<file path="src/hdl/aesctr_pkg.sv">
package aesctr_pkg;

	typedef enum logic [1:0] {
		CMD_KEY  = 2'd0,
		CMD_CTR  = 2'd1,
		CMD_DATA = 2'd2,
		CMD_NONE = 2'd3
	} cmd_t;

	typedef struct packed {
		logic [1:0]  command;
		logic [4:0]  word_index;
		logic [63:0] word_value;
		logic [7:0]  data_byte;
	} in_item_t;

	typedef struct packed {
		logic [7:0] out_byte;
		logic [3:0] position_after;
	} out_item_t;

	// item passed from the front to the back through the queue
	typedef struct packed {
		logic       refill;
		logic [3:0] pos;
		logic [7:0] data_byte;
	} job_t;

	localparam logic [3:0] ROUNDS_10 = 4'd10;
	localparam logic [3:0] ROUNDS_12 = 4'd12;
	localparam logic [3:0] ROUNDS_14 = 4'd14;

	function automatic logic [7:0] sbox(input logic [7:0] a);
		logic [7:0] t [256];
		t = '{
		8'h63,8'h7c,8'h77,8'h7b,8'hf2,8'h6b,8'h6f,8'hc5,8'h30,8'h01,8'h67,8'h2b,8'hfe,8'hd7,8'hab,8'h76,
		8'hca,8'h82,8'hc9,8'h7d,8'hfa,8'h59,8'h47,8'hf0,8'had,8'hd4,8'ha2,8'haf,8'h9c,8'ha4,8'h72,8'hc0,
		8'hb7,8'hfd,8'h93,8'h26,8'h36,8'h3f,8'hf7,8'hcc,8'h34,8'ha5,8'he5,8'hf1,8'h71,8'hd8,8'h31,8'h15,
		8'h04,8'hc7,8'h23,8'hc3,8'h18,8'h96,8'h05,8'h9a,8'h07,8'h12,8'h80,8'he2,8'heb,8'h27,8'hb2,8'h75,
		8'h09,8'h83,8'h2c,8'h1a,8'h1b,8'h6e,8'h5a,8'ha0,8'h52,8'h3b,8'hd6,8'hb3,8'h29,8'he3,8'h2f,8'h84,
		8'h53,8'hd1,8'h00,8'hed,8'h20,8'hfc,8'hb1,8'h5b,8'h6a,8'hcb,8'hbe,8'h39,8'h4a,8'h4c,8'h58,8'hcf,
		8'hd0,8'hef,8'haa,8'hfb,8'h43,8'h4d,8'h33,8'h85,8'h45,8'hf9,8'h02,8'h7f,8'h50,8'h3c,8'h9f,8'ha8,
		8'h51,8'ha3,8'h40,8'h8f,8'h92,8'h9d,8'h38,8'hf5,8'hbc,8'hb6,8'hda,8'h21,8'h10,8'hff,8'hf3,8'hd2,
		8'hcd,8'h0c,8'h13,8'hec,8'h5f,8'h97,8'h44,8'h17,8'hc4,8'ha7,8'h7e,8'h3d,8'h64,8'h5d,8'h19,8'h73,
		8'h60,8'h81,8'h4f,8'hdc,8'h22,8'h2a,8'h90,8'h88,8'h46,8'hee,8'hb8,8'h14,8'hde,8'h5e,8'h0b,8'hdb,
		8'he0,8'h32,8'h3a,8'h0a,8'h49,8'h06,8'h24,8'h5c,8'hc2,8'hd3,8'hac,8'h62,8'h91,8'h95,8'he4,8'h79,
		8'he7,8'hc8,8'h37,8'h6d,8'h8d,8'hd5,8'h4e,8'ha9,8'h6c,8'h56,8'hf4,8'hea,8'h65,8'h7a,8'hae,8'h08,
		8'hba,8'h78,8'h25,8'h2e,8'h1c,8'ha6,8'hb4,8'hc6,8'he8,8'hdd,8'h74,8'h1f,8'h4b,8'hbd,8'h8b,8'h8a,
		8'h70,8'h3e,8'hb5,8'h66,8'h48,8'h03,8'hf6,8'h0e,8'h61,8'h35,8'h57,8'hb9,8'h86,8'hc1,8'h1d,8'h9e,
		8'he1,8'hf8,8'h98,8'h11,8'h69,8'hd9,8'h8e,8'h94,8'h9b,8'h1e,8'h87,8'he9,8'hce,8'h55,8'h28,8'hdf,
		8'h8c,8'ha1,8'h89,8'h0d,8'hbf,8'he6,8'h42,8'h68,8'h41,8'h99,8'h2d,8'h0f,8'hb0,8'h54,8'hbb,8'h16};
		return t[a];
	endfunction

	function automatic logic [7:0] xtime(input logic [7:0] a);
		return {a[6:0], 1'b0} ^ (a[7] ? 8'h1b : 8'h00);
	endfunction

	// byte i of the state sits at bits 127-8i
	function automatic logic [127:0] sub_shift(input logic [127:0] s);
		logic [127:0] t;
		for (int c = 0; c < 4; c++)
			for (int r = 0; r < 4; r++)
				t[127-8*(4*c+r) -: 8] = sbox(s[127-8*(4*((c+r)%4)+r) -: 8]);
		return t;
	endfunction

	function automatic logic [127:0] mix_columns(input logic [127:0] s);
		logic [127:0] t;
		logic [7:0]   a0, a1, a2, a3, al;
		for (int c = 0; c < 4; c++) begin
			a0 = s[127-32*c -: 8];
			a1 = s[119-32*c -: 8];
			a2 = s[111-32*c -: 8];
			a3 = s[103-32*c -: 8];
			al = a0 ^ a1 ^ a2 ^ a3;
			t[127-32*c -: 8] = a0 ^ al ^ xtime(a0 ^ a1);
			t[119-32*c -: 8] = a1 ^ al ^ xtime(a1 ^ a2);
			t[111-32*c -: 8] = a2 ^ al ^ xtime(a2 ^ a3);
			t[103-32*c -: 8] = a3 ^ al ^ xtime(a3 ^ a0);
		end
		return t;
	endfunction

endpackage

</file>
<file path="src/hdl/aesctr_front.sv">
module aesctr_front
	import aesctr_pkg::*;
#(
	parameter int ROUND_KEYS = 15
) (
	input  logic     clk,
	input  logic     arst_n,
	input  logic     in_valid,
	input  in_item_t in_item,
	input  logic     accept,
	output logic     is_data,
	output job_t     job,
	output logic     key_we,
	output logic [$clog2(2*ROUND_KEYS)-1:0] key_addr,
	output logic     ctr_we,
	output logic     ctr_sel,
	output logic [63:0] ctr_value
);
	localparam int KW = 2 * ROUND_KEYS;
	localparam int AW = $clog2(KW);

	logic [3:0] pos_q;
	logic       do_acc;

	assign do_acc    = in_valid && accept;
	assign is_data   = (in_item.command == CMD_DATA);
	assign key_we    = do_acc && (in_item.command == CMD_KEY)
		&& ({27'd0, in_item.word_index} < KW);
	assign key_addr  = in_item.word_index[AW-1:0];
	assign ctr_we    = do_acc && (in_item.command == CMD_CTR)
		&& (in_item.word_index[4:1] == 4'd0);
	assign ctr_sel   = in_item.word_index[0];
	assign ctr_value = in_item.word_value;

	assign job.refill    = (pos_q == 4'd0);
	assign job.pos       = pos_q;
	assign job.data_byte = in_item.data_byte;

	always_ff @(posedge clk or negedge arst_n) begin
		if (!arst_n) begin
			pos_q <= '0;
		end else if (ctr_we) begin
			pos_q <= '0;
		end else if (do_acc && is_data) begin
			pos_q <= pos_q + 4'd1;
		end
	end
endmodule

</file>
<file path="config.mk">
export PLATFORM = sky130hd
export DESIGN_NAME = aesctr_front
export DESIGN_NICKNAME = d
export VERILOG_FILES = /design/src/hdl/aesctr_pkg.sv /design/src/hdl/aesctr_front.sv
export SDC_FILE = /design/constraint.sdc
export NUM_CORES = 1
export LEC_CHECK = 0
export BUFFER_PORTS_ARGS = -buffer_cell sky130_fd_sc_hd__buf_2
export CAP_MARGIN = 20
export CORE_AREA = 2 2 65 67
export CTS_BUF_LIST = sky130_fd_sc_hd__clkbuf_4 sky130_fd_sc_hd__clkbuf_8
export CTS_CLUSTER_DIAMETER = 100
export CTS_CLUSTER_SIZE = 24
export DETAILED_ROUTE_END_ITERATION = 10
export DIE_AREA = 0 0 67 69
export PLACE_DENSITY = 0.73
export SETUP_SLACK_MARGIN = 0.02
export SLEW_MARGIN = 20
export SYNTH_ARGS = -nofsm -noshare
export SYNTH_HDL_FRONTEND = slang
export SYNTH_SLANG_ARGS = --single-unit
</file>
<file path="constraint.sdc">
create_clock -name clk -period 1.3 [get_ports clk]
set_input_delay 0.13 -clock clk [delete_from_list [all_inputs] [get_ports clk]]
set_output_delay 0.13 -clock clk [all_outputs]
set_load 0.01 [all_outputs]
</file>
# ---- After elaboration in Yosys (flattened, before gate mapping)
# Cells that the tools add are included.
dict set report totals {
  out_inout_bits 86
  ff_bits 4
  inputBits 83
  word_cells 17
}
dict set report classes {
  n_mux 2
  n_addsub 1
  n_reduce_logical 10
  n_eq_ne 2
  magnitude_cmp 1
}
# operator n
set op_table {}
lappend op_table {{$logic_not A4 Y1} 2}
lappend op_table {{$mux W4} 2}
lappend op_table {{$logic_and A1 B1 Y1} 6}
lappend op_table {{$lt A5 B5 Y1 const B} 1}
lappend op_table {{$add A4 B1 Y4 const B} 1}
lappend op_table {{$eq A2 B1 Y1 const B} 1}
lappend op_table {{$eq A2 B2 Y1 const B} 1}
lappend op_table {{$logic_not A2 Y1} 1}
lappend op_table {{$reduce_bool A2 Y1} 1}

# ---- Depth between registers and ports, before layout
# Gate-level depths: netlist of the first run.
dict set report logic_depth {
  word_depth 4
  mapped_depth 4
  ltp_nobuf 4
}

# ---- Worst setup path after synthesis of the first run
# Ideal clock, no wire load.
dict set report synth_timing {
  path_type {reg-to-reg}
  from {register pos_q[1]}
  to {register pos_q[2]}
  setup_ns 0.077
  stages_incl_launch_ff 5
  required_time_ns 1.223
  arrival_time_ns 1.094
  path_buffers 0
  period_less_slack_ns 1.171
  path_slack_ns 0.129
  path_cell_list {dfrtp_1 -> ha_1 -> inv_1 -> or3_1 -> a21oi_1}
}
dict set report synth_via {
  elab_chain_cells 3
}
# item line
set synth_lines {}
lappend synth_lines {{from (decl)} aesctr_front.sv:22} ;# logic [3:0] pos_q;
lappend synth_lines {{from (signal assigned)} aesctr_front.sv:45} ;# pos_q <= pos_q + 4'd1;
lappend synth_lines {{$add A4 B1 Y4} aesctr_front.sv:45}
lappend synth_lines {{$mux W4} aesctr_front.sv:44} ;# end else if (do_acc && is_data) begin
lappend synth_lines {{$mux W4} aesctr_front.sv:42} ;# end else if (ctr_we) begin
# Every way passes these cells. The select of a mux whose other input is x is not followed.
# A chain may end at the register's enable or synchronous reset.

==> impl_metrics.yaml, run 1 <==
outcome:
  status: "finished clean"
route:
  first_pass_iters: 4
  antenna_left: 0
  vias: 429
  wire_per_inst_um: 13.1
  drt_wl_total_um: 1410
  drc: 0
  drt_iter0_markers: 3
  via_per_inst: 3.97
clock_tree:
  cts.sinks: 4
  cts_buffers: 3
  cts.clk_slew.worst_paths_ps: 30
  htree_levels: 1
  cts.path.max_buffers: 2
  cts_tree: "done"
  clkLatencyLatePin_ps: 220
  cts_root_buf: "clkbuf_8"
global_route:
  grt_remaining_overflow: 0
  grt_pass1_wl_um: 2160
  use_met3_pct: 2.45
  grtUsageMet1_pct: 3.88
  grt_use_met2_pct: 8.69
  grt-busiest-layer: "met4"
  grt_max_degree: 7
  grt_pass1_vias: 447
  antenna_found_initial: 0
  grtUsageTotal_pct: 6.07
sta:
  final_hold_viol_count: 0
  rsz0062_at_grt: "true"
  period_share_pct: 97.1
  slew_viol_final: 0
  skew_ps: 1.23
  finalSetupTns_ps: 0
  relSlewSlack_pct: 86.1
  period_minus_slack_ps: 1260
  tightest_slew_ps: 208
  clock.fmax_ghz: 0.792
  setup_violations: 0
synth:
  syn_avg_cell_area_um2: 8.27
  seq_area_frac_synth_pct: 11.4
  synth_area_um2: 877
  synth_area_leaders: "buf_4 (67%), dfrtp_1 (11%), ha_1 (2.9%)"
  synth_seq_cells: 4
  synth_warnings: 0
  netlist_instances: 106
  synth_nets: 191
  synth_top_area_cell: "buf_4"
  synth_cell_type_count: 19
  synth_top_area_share_pct: 66.8
power:
  leakage_nw: 0.286
  power_density_nw_per_um2: 1630
  ir_drop_v: 0.000724
worst_setup_path:
  crit_path_end_kind: "output port"
  worstSetupStartpointType: "flip-flop"
  worstSetupPathType: "reg2out"
  worstPathArrival_ps: 1130
  worst-r2r-cell-count: 4
  rr_startpoint: "pos_q[1]$_DFFE_PN0P_"
  crit_chain: "inv_1 -> ha_1 -> nor3b_2 -> buf_2"
  slowest_stage: "dfrtp_1"
  critPathMaxStageDelay_ps: 400
  worst-path-buf-inv: 2
  cp_max_fo: 5
  cp_data_required_time_ps: 1170
  worstReg2RegEnd: "pos_q[2]$_DFFE_PN0P_"
  cp_top_family: "flip-flops"
  rrSetupSlack_ps: 90
run:
  drv_cap: 0
floorplanning:
  fp.coreArea_um2: 3910
  rows: 23
  fp.dieH_um: 69
  start_util_pct: 22.4
  die_area_um2: 4620
  dieWidth_um: 67
  io_pins: 169
min_path:
  hold_class: "in2async"
layout:
  drive_above_1_share_pct: 60.3
  area_growth_pct: -36.2
  nets: 145
  fin_util_pct: 14.3
  fillers: 482
  layout_common_cells: "buf_2 (20), buf_4 (5), dfrtp_1 (4)"
  largest_register: "pos_q"
  final_common_cell: "buf_2"
  antenna-diode-count: 0
  largestRegisters: "pos_q (4)"
  largest_reg_flops: 4
placed_design:
  port_buffers: 21
  dp_hpwl_um: 1100
  finalWeightedCongestion: 0.588
## worst max-delay path by stage
stage               depth (start not counted)                 start                    to  slack (ps)
floorplan                                   4  pos_q[1]$_DFFE_PN0P_  pos_q[2]$_DFFE_PN0P_         130
global placement                            4           in_item[73]                ctr_we          10
detailed placement                          4           in_item[73]                ctr_we          10
CTS                                         4  pos_q[1]$_DFFE_PN0P_               job[12]          20
global route                                4  pos_q[1]$_DFFE_PN0P_               job[12]         -20
finish                                      4  pos_q[1]$_DFFE_PN0P_               job[12]          40
## timing repair
| action | CTS | global route |
|---|---|---|
| setup buffers | 1 | 3 |
| resized for setup | 3 | 0 |
| pin swaps | 2 | 1 |
| endpoints found under the hold margin | 4 | 0 |
| cloned | 0 | 0 |
| endpoints found under the setup margin | 2 | 3 |
| hold buffers | 1 | 0 |
## synthesized netlist by cell type
master,n
xnor2_1,1
ha_1,2
nor3_4,1
nor3b_1,1
nand3b_1,1
nand4b_4,1
mux2i_1,1
or4b_4,1
inv_1,3
nor3_1,1
dfrtp_1,4
nand3_1,1
buf_4,78
o21ai_0,2
and4_2,1
and2b_1,1
a21oi_1,2
or3_1,2
nor2_1,2
## through the flow
step	instances	hold WS [ps]	power, W	cell area (um2)	worst slack, ps
2_1_floorplan	106	-166	0.000662	877	129
3_3_place_gp	100	-59.6	0.000566	467	11.9
3_5_place_dp	100	-62.2	0.000573	467	11.5
4_1_cts	105	243	0.000863	537	17.8
5_1_grt	108	260	0.000992	559	-19.8
6_report	108	246	0.000914	559	37.8
## report_power, final
group / switching, W / total (W) / internal [W]
logic: 0.000187 / 0.000397 / 0.000209
registers: 0.0000724 / 0.000258 / 0.000186
clock network: 0.0000622 / 0.000259 / 0.000197
total: 0.000322 / 0.000914 / 0.000592
## layer usage
layer	wire [um]	share of wire [%]	up-vias
li1	-	-	163
met1	299	21	182
met2	585	41	44
met3	263	19	40
met4	263	19	0
met5	0	0	-
## area by class of cell
| cell class | count | area (um2) | share of cell area (%) |
|---|---|---|---|
| repair buffers | 27 | 159 | 28.4 |
| inverters | 3 | 11.3 | 2.01 |
| multi-input cells | 21 | 185 | 33.1 |
| clock buffers | 3 | 41.3 | 7.38 |
| well taps | 50 | 62.6 | 11.2 |
| flip-flops and latches | 4 | 100 | 17.9 |
## cells by family (layout without fill, tap and decap cells)
group	Yosys count	count (layout)	synth area share [%]
DFF	4	4	11.4
adders and majority gates	2	2	2.85
and+or+nand+nor	13	13	13.3
buffers and inverters	81	33	68.0
xor gates and xnor gates	1	1	0.999
muxes	1	1	1.14
AOI/OAI and AO/OA	4	4	2.28
No activity file was read; power rests on OpenSTA's default activity.
==> inputs of run 2 (changes only) <==
--- a/config.mk
+++ b/config.mk
@@ -5,15 +5,17 @@
 export SDC_FILE = /design/constraint.sdc
 export NUM_CORES = 1
 export LEC_CHECK = 0
-export BUFFER_PORTS_ARGS = -buffer_cell sky130_fd_sc_hd__buf_2
 export CAP_MARGIN = 20
+export CELL_PAD_IN_SITES_DETAIL_PLACEMENT = 1
+export CELL_PAD_IN_SITES_GLOBAL_PLACEMENT = 2
 export CORE_AREA = 2 2 65 67
 export CTS_BUF_LIST = sky130_fd_sc_hd__clkbuf_4 sky130_fd_sc_hd__clkbuf_8
 export CTS_CLUSTER_DIAMETER = 100
 export CTS_CLUSTER_SIZE = 24
 export DETAILED_ROUTE_END_ITERATION = 10
 export DIE_AREA = 0 0 67 69
-export PLACE_DENSITY = 0.73
+export DONT_BUFFER_PORTS = 1
+export PLACE_DENSITY_LB_ADDON = 0.1
 export SETUP_SLACK_MARGIN = 0.02
 export SLEW_MARGIN = 20
 export SYNTH_ARGS = -nofsm -noshare
==> run 2 against run 1 <==
Compared with the run above: total power rose by 1.4%; largest power group unchanged; highest routed layer unchanged; via count is 21% lower; final cell count decreased by 17%; sequential share of layout area up 3.4 points; utilization down 2.3 points; die area is the same; global-route usage increased by 0.094 points; worst hold slack lost 150 ps; clock skew about the same.
==> impl_metrics.yaml, run 2 (synthesis gave the netlist of run 1 again) <==
outcome:
  status: "finished clean"
worst_setup_path:
  worstSetupStartpointType: "flip-flop"
  worstSetupPathType: "reg2out"
  worst-r2r-cell-count: 4
  cp_max_fo: 3
  crit_path_end_kind: "output port"
  worstPathArrival_ps: 1110
  rrSetupSlack_ps: 140
  rr_startpoint: "pos_q[1]$_DFFE_PN0P_"
  cp_data_required_time_ps: 1170
  worstReg2RegEnd: "pos_q[2]$_DFFE_PN0P_"
placed_design:
  place_area_um2: 384
  port_buffers: 0
  dp_hpwl_um: 1170
  finalWeightedCongestion: 0.726
sta:
  setup_violations: 0
  clock.fmax_ghz: 0.807
  skew_ps: 0.829
  rsz0062_at_grt: "true"
  period_share_pct: 95.3
  period_minus_slack_ps: 1240
  tightest_slew_ps: 363
  slew_viol_final: 0
  final_hold_viol_count: 0
  relSlewSlack_pct: 75.6
power:
  power.total_w: 0.000927
  leakage_nw: 0.208
  power_density_nw_per_um2: 1970
  ir_drop_v: 0.000263
layout:
  largestRegisters: "pos_q (4)"
  largest_reg_flops: 4
  nets: 127
  final_common_cell: "buf_4"
  largest_register: "pos_q"
  area_growth_pct: -46.4
  drive_above_1_share_pct: 42.5
  fillers: 471
  antenna-diode-count: 0
  layout_common_cells: "buf_4 (8), dfrtp_1 (4), clkbuf_8 (3)"
  finalInstanceArea_um2: 470
floorplanning:
  fp.dieH_um: 69
  fp.coreArea_um2: 3910
  rows: 23
  io_pins: 169
  start_util_pct: 22.4
  die_area_um2: 4620
  dieWidth_um: 67
run:
  drv_cap: 0
route:
  drt_wl_total_um: 1430
  drc: 0
  vias: 340
  first_pass_iters: 2
  drt_iter0_markers: 1
  wire_per_inst_um: 15.9
  via_per_inst: 3.78
  antenna_left: 0
min_path:
  hp-start: "in_item[74]"
  holdPathEnd: "pos_q[0]$_DFFE_PN0P_"
  hold_path_depth: 2
  hold_class: "in2reg"
clock_tree:
  cts.sinks: 4
  cts.path.max_buffers: 2
  cts_root_buf: "clkbuf_8"
  clkLatencyLatePin_ps: 210
  cts_tree: "done"
  cts_buffers: 3
  htree_levels: 1
  cts.clk_slew.worst_paths_ps: 30
global_route:
  antenna_found_initial: 0
  grt_pass1_wl_um: 2070
  grt_pass1_vias: 397
  grtUsageTotal_pct: 6.16
  grt_max_degree: 7
  grt_remaining_overflow: 0
run 2: cell count changes in the layout (fill, tap and decap cells not counted):
cell	previous run	this run
buf_2	20	0
buf_4	5	8
buf_6	1	0
run 2: worst max path at each step:
stage                                 to                  from  slack (ps)  cells after the start
CTS                              job[12]  pos_q[0]$_DFFE_PN0P_          40                      4
detailed placement  pos_q[2]$_DFFE_PN0P_  pos_q[1]$_DFFE_PN0P_         100                      4
floorplan           pos_q[2]$_DFFE_PN0P_  pos_q[1]$_DFFE_PN0P_         130                      4
global placement    pos_q[2]$_DFFE_PN0P_  pos_q[1]$_DFFE_PN0P_         120                      4
finish                           job[12]  pos_q[0]$_DFFE_PN0P_          60                      4
global route                     job[12]  pos_q[1]$_DFFE_PN0P_          -7                      4
run 2: repair_timing:
action                                  CTS  global route
hold endpoints to repair                  4             0
endpoints found under the setup margin    1             1
hold buffers                              1             0
setup buffers                             2             2
gates resized for setup                   2             0
run 2: area by class of cell:
type                    count  area, um2  share of cell area [%]
clock buffers               3       41.3                    8.78
inverters                   3       11.3                    2.39
multi-input cells          21        185                    39.4
flip-flops and latches      4        100                    21.3
well taps                  50       62.6                    13.3
repair buffers              9       70.1                    14.9
run 2: metal layers:
metal / GRT usage [%] / up-vias / wire [um]
met4: 8.84 / 0 / 133
met2: 8.25 / 29 / 611
li1: - / 126 / -
met5: 0 / - / 0
met1: 3.77 / 151 / 353
met3: 5.87 / 34 / 334
run 2: where the power goes:
part           switching [W]  internal, W  leakage, nW  total (W)
clock network      0.0000618     0.000197       0.0216   0.000259
registers          0.0000706     0.000185       0.0500   0.000256
logic               0.000180     0.000232        0.137   0.000412
total               0.000312     0.000615        0.208   0.000927
run 2: worst max-delay path: stages (launching register included):
cell and delay (ps):
dfrtp_1 380, inv_2 50, ha_1 180, nor3b_2 140, buf_4 140
run 2: metrics by stage:
| step | utilization (%) | setup slack [ps] | hold WS (ps) | std cells | setup TNS [ps] |
|---|---|---|---|---|---|
| 2_1_floorplan | - | 129 | -166 | 106 | 0 |
| 3_3_place_gp | 9.81 | 116 | -165 | 82 | 0 |
| 3_5_place_dp | 9.81 | 98.8 | -165 | 82 | 0 |
| 4_1_cts | 11.6 | 42.1 | 91.2 | 88 | 0 |
| 5_1_grt | 12.0 | -7.38 | 119 | 90 | -7.38 |
| 6_report | 12.0 | 61.3 | 93.1 | 90 | 0 |
==> inputs of run 3 (changes only) <==
--- a/config.mk
+++ b/config.mk
@@ -5,15 +5,16 @@
 export SDC_FILE = /design/constraint.sdc
 export NUM_CORES = 1
 export LEC_CHECK = 0
+export ABC_AREA = 1
 export CAP_MARGIN = 20
 export CELL_PAD_IN_SITES_DETAIL_PLACEMENT = 1
 export CELL_PAD_IN_SITES_GLOBAL_PLACEMENT = 2
-export CORE_AREA = 2 2 65 67
+export CORE_MARGIN = 2
+export CORE_UTILIZATION = 25
 export CTS_BUF_LIST = sky130_fd_sc_hd__clkbuf_4 sky130_fd_sc_hd__clkbuf_8
 export CTS_CLUSTER_DIAMETER = 100
 export CTS_CLUSTER_SIZE = 24
 export DETAILED_ROUTE_END_ITERATION = 10
-export DIE_AREA = 0 0 67 69
 export DONT_BUFFER_PORTS = 1
 export PLACE_DENSITY_LB_ADDON = 0.1
 export SETUP_SLACK_MARGIN = 0.02
==> run 3 against run 2 <==
Compared with the run above: total power down 17%; global-route usage up 2.0 points; worst hold slack better by 78 ps; via count up 32%; utilization up 2.1 points; flip-flop and latch count unchanged; critical path type unchanged; critical endpoint unchanged; largest power group unchanged; highest routed layer unchanged.
==> impl_metrics.yaml, run 3 <==
layout:
  layout_common_cells: "nand2_1 (15), inv_1 (10), nor2_1 (7)"
  area_growth_pct: -45.6
  largest_reg_flops: 4
  antenna-diode-count: 0
  largest_register: "pos_q"
  fin_util_pct: 14.1
  largestRegisters: "pos_q (4)"
  fillers: 452
  drive_above_1_share_pct: 27.7
  final_common_cell: "nand2_1"
  stdcell_count: 113
  nets: 152
worst_setup_path:
  worst-r2r-cell-count: 6
  crit_chain: "inv_1 -> ha_1 -> nor3b_2 -> buf_4"
  rrSetupSlack_ps: 220
  crit_path_end_kind: "output port"
  crit_start: "pos_q[1]$_DFFE_PN0P_"
  worstPathArrival_ps: 1100
  cp_max_fo: 3
  critPathMaxStageDelay_ps: 370
  rr_startpoint: "pos_q[1]$_DFFE_PN0P_"
  worstReg2RegEnd: "pos_q[2]$_DFFE_PN0P_"
  worstSetupStartpointType: "flip-flop"
  cp_data_required_time_ps: 1170
  slowest_stage: "dfrtp_1"
  worstSetupPathType: "reg2out"
synth:
  synth_ff_type: "dfrtp_1"
  synth_nets: 219
  seq_area_frac_synth_pct: 10.6
  yosysMostFrequentCell: "buf_4"
  synth_warnings: 0
  synth_area_leaders: "buf_4 (62%), dfrtp_1 (11%), nand2_1 (5.9%)"
  synth_area_um2: 947
  synth_seq_cells: 4
  async_flop_share_pct: 100
  synth_top_cells_by_count: "buf_4 (78), nand2_1 (15), inv_1 (10), nor2_1 (7), nand3_1 (6)"
  netlist_instances: 134
  synth_top_area_cell: "buf_4"
  syn_avg_cell_area_um2: 7.07
  synth_edf_count: 0
  synth_cell_type_count: 16
  synth_top_area_share_pct: 61.8
power:
  switchingPower_w: 0.000274
  seqPwrFrac_pct: 31.6
  sw_frac_of_total_pct: 35.4
  p_int_w: 0.000500
  ir_drop_v: 0.000844
  power_frac_comb_pct: 34.7
  leakage_nw: 0.266
  power_density_nw_per_um2: 1500
  clkPwrFrac_pct: 33.7
placed_design:
  port_buffers: 0
  dp_cells: 107
  finalWeightedCongestion: 0.695
  dp_hpwl_um: 1430
  pre_cts_slack_ps: 189
clock_tree:
  cts_buffers: 3
  clkLatencyLatePin_ps: 220
  cts_root_buf: "clkbuf_8"
  htree_levels: 1
  cts.sinks: 4
  cts_tree: "done"
  cts.path.max_buffers: 2
  cts.clk_slew.worst_paths_ps: 30
global_route:
  antenna_found_initial: 0
  grt_remaining_overflow: 0
  grt_pass1_wl_um: 2560
  grt_pass1_vias: 483
  grtUsageTotal_pct: 8.20
  grt_max_degree: 6
floorplanning:
  die_area_um2: 4300
  dieWidth_um: 65.6
  rows: 22
  start_util_pct: 25.9
  fp.dieH_um: 65.6
  fp.coreArea_um2: 3660
  io_pins: 169
sta:
  period_share_pct: 94.6
  skew_ps: 1.58
  setup_ws_ps: 70.1
  rsz0062_at_grt: "false"
  tightest_slew_ps: 224
  setup_violations: 0
  clock.fmax_ghz: 0.813
  slew_viol_final: 0
  relSlewSlack_pct: 85.0
  final_hold_viol_count: 0
  finalSetupTns_ps: 0
  period_minus_slack_ps: 1230
route:
  drt_iter0_markers: 1
  drc: 0
  wire_per_inst_um: 15.1
  vias: 448
  via_per_inst: 3.96
  drt_wl_total_um: 1710
  first_pass_iters: 4
  antenna_left: 0
min_path:
  hold_path_depth: 3
  hold_class: "in2reg"
  hp-start: "in_item[77]"
  holdPathEnd: "pos_q[0]$_DFFE_PN0P_"
run:
  drv_cap: 0
outcome:
  status: "finished clean"
## run 3: cell types whose count changed after synthesis, moves of 2 or more
cell,before,now
nor2_1,2,7
nand2_1,0,15
or3_1,2,0
nor2_2,0,2
inv_1,3,10
nand3_1,1,6
o21ai_0,2,0
nor2_4,0,2
inv_2,0,2
## run 3: power by group through the flow
stage	sequential, W	clock [W]	combinational [W]
floorplan	0.000245	0	0.000386
global placement	0.000255	0	0.000238
detailed placement	0.000252	0	0.000230
CTS	0.000250	0.000272	0.000254
global route	0.000254	0.000284	0.000309
finish	0.000245	0.000261	0.000269
## run 3: metrics by stage
step | hold slack (ps) | power, W | area [um2]
CTS | 170 | 0.000776 | 508
global route | 190 | 0.000847 | 515
global placement | -165 | 0.000492 | 444
detailed placement | -165 | 0.000482 | 444
finish | 171 | 0.000774 | 515
floorplan | -166 | 0.000631 | 947
## run 3: final cells by class
class	count	area, um2	share of cell area, %
sequential	4	100	19.4
inverter	12	45.0	8.74
multi-input combinational	40	221	43.0
timing repair buffer	6	47.5	9.22
clock buffer	3	41.3	8.01
tap	48	60.1	11.7
## run 3: worst max-delay path by stage
| stage | to | slack, ps | cells past startpoint |
|---|---|---|---|
| final | job[12] | 70 | 4 |
| after detailed placement | job[12] | 190 | 4 |
| after CTS | job[12] | 40 | 4 |
| after floorplan | job[12] | 210 | 3 |
| after global routing | job[12] | 20 | 4 |
| after global placement | pos_q[3]$_DFFE_PN0P_ | 220 | 6 |
## run 3: routing by layer
metal	share of wire [%]	vias to the layer above	track usage (%)
li1	-	185	-
met1	29	185	6.50
met2	48	53	11.5
met3	16	25	6.51
met4	7.4	0	9.90
met5	0	-	0
## run 3: critical path, delay by kind of cell (launching register included)
family / cells / cell delay (ps)
DFF: 1 / 370
and+or+nand+nor: 1 / 140
adders and majority gates: 1 / 160
buffers and inverters: 2 / 200
## run 3: logic make-up (layout without fill, tap and decap cells)
| family | count (synthesis) | in the layout | synth area share, % |
|---|---|---|---|
| AO/OA/AOI/OAI | 2 | 2 | 1.45 |
| adder cells (fa/ha/maj) | 2 | 2 | 2.64 |
| buffers and inverters | 90 | 21 | 66.6 |
| flip-flops | 4 | 4 | 10.6 |
| AND/OR/NAND/NOR | 36 | 36 | 18.8 |
## run 3: what timing repair did
| item | CTS | global route |
|---|---|---|
| endpoints found under the hold margin | 4 | 0 |
| hold buffers | 1 | 0 |
| setup buffers | 1 | 1 |
| gates resized for setup | 1 | 0 |
| gates cloned | 0 | 0 |
| endpoints found under the setup margin | 1 | 1 |
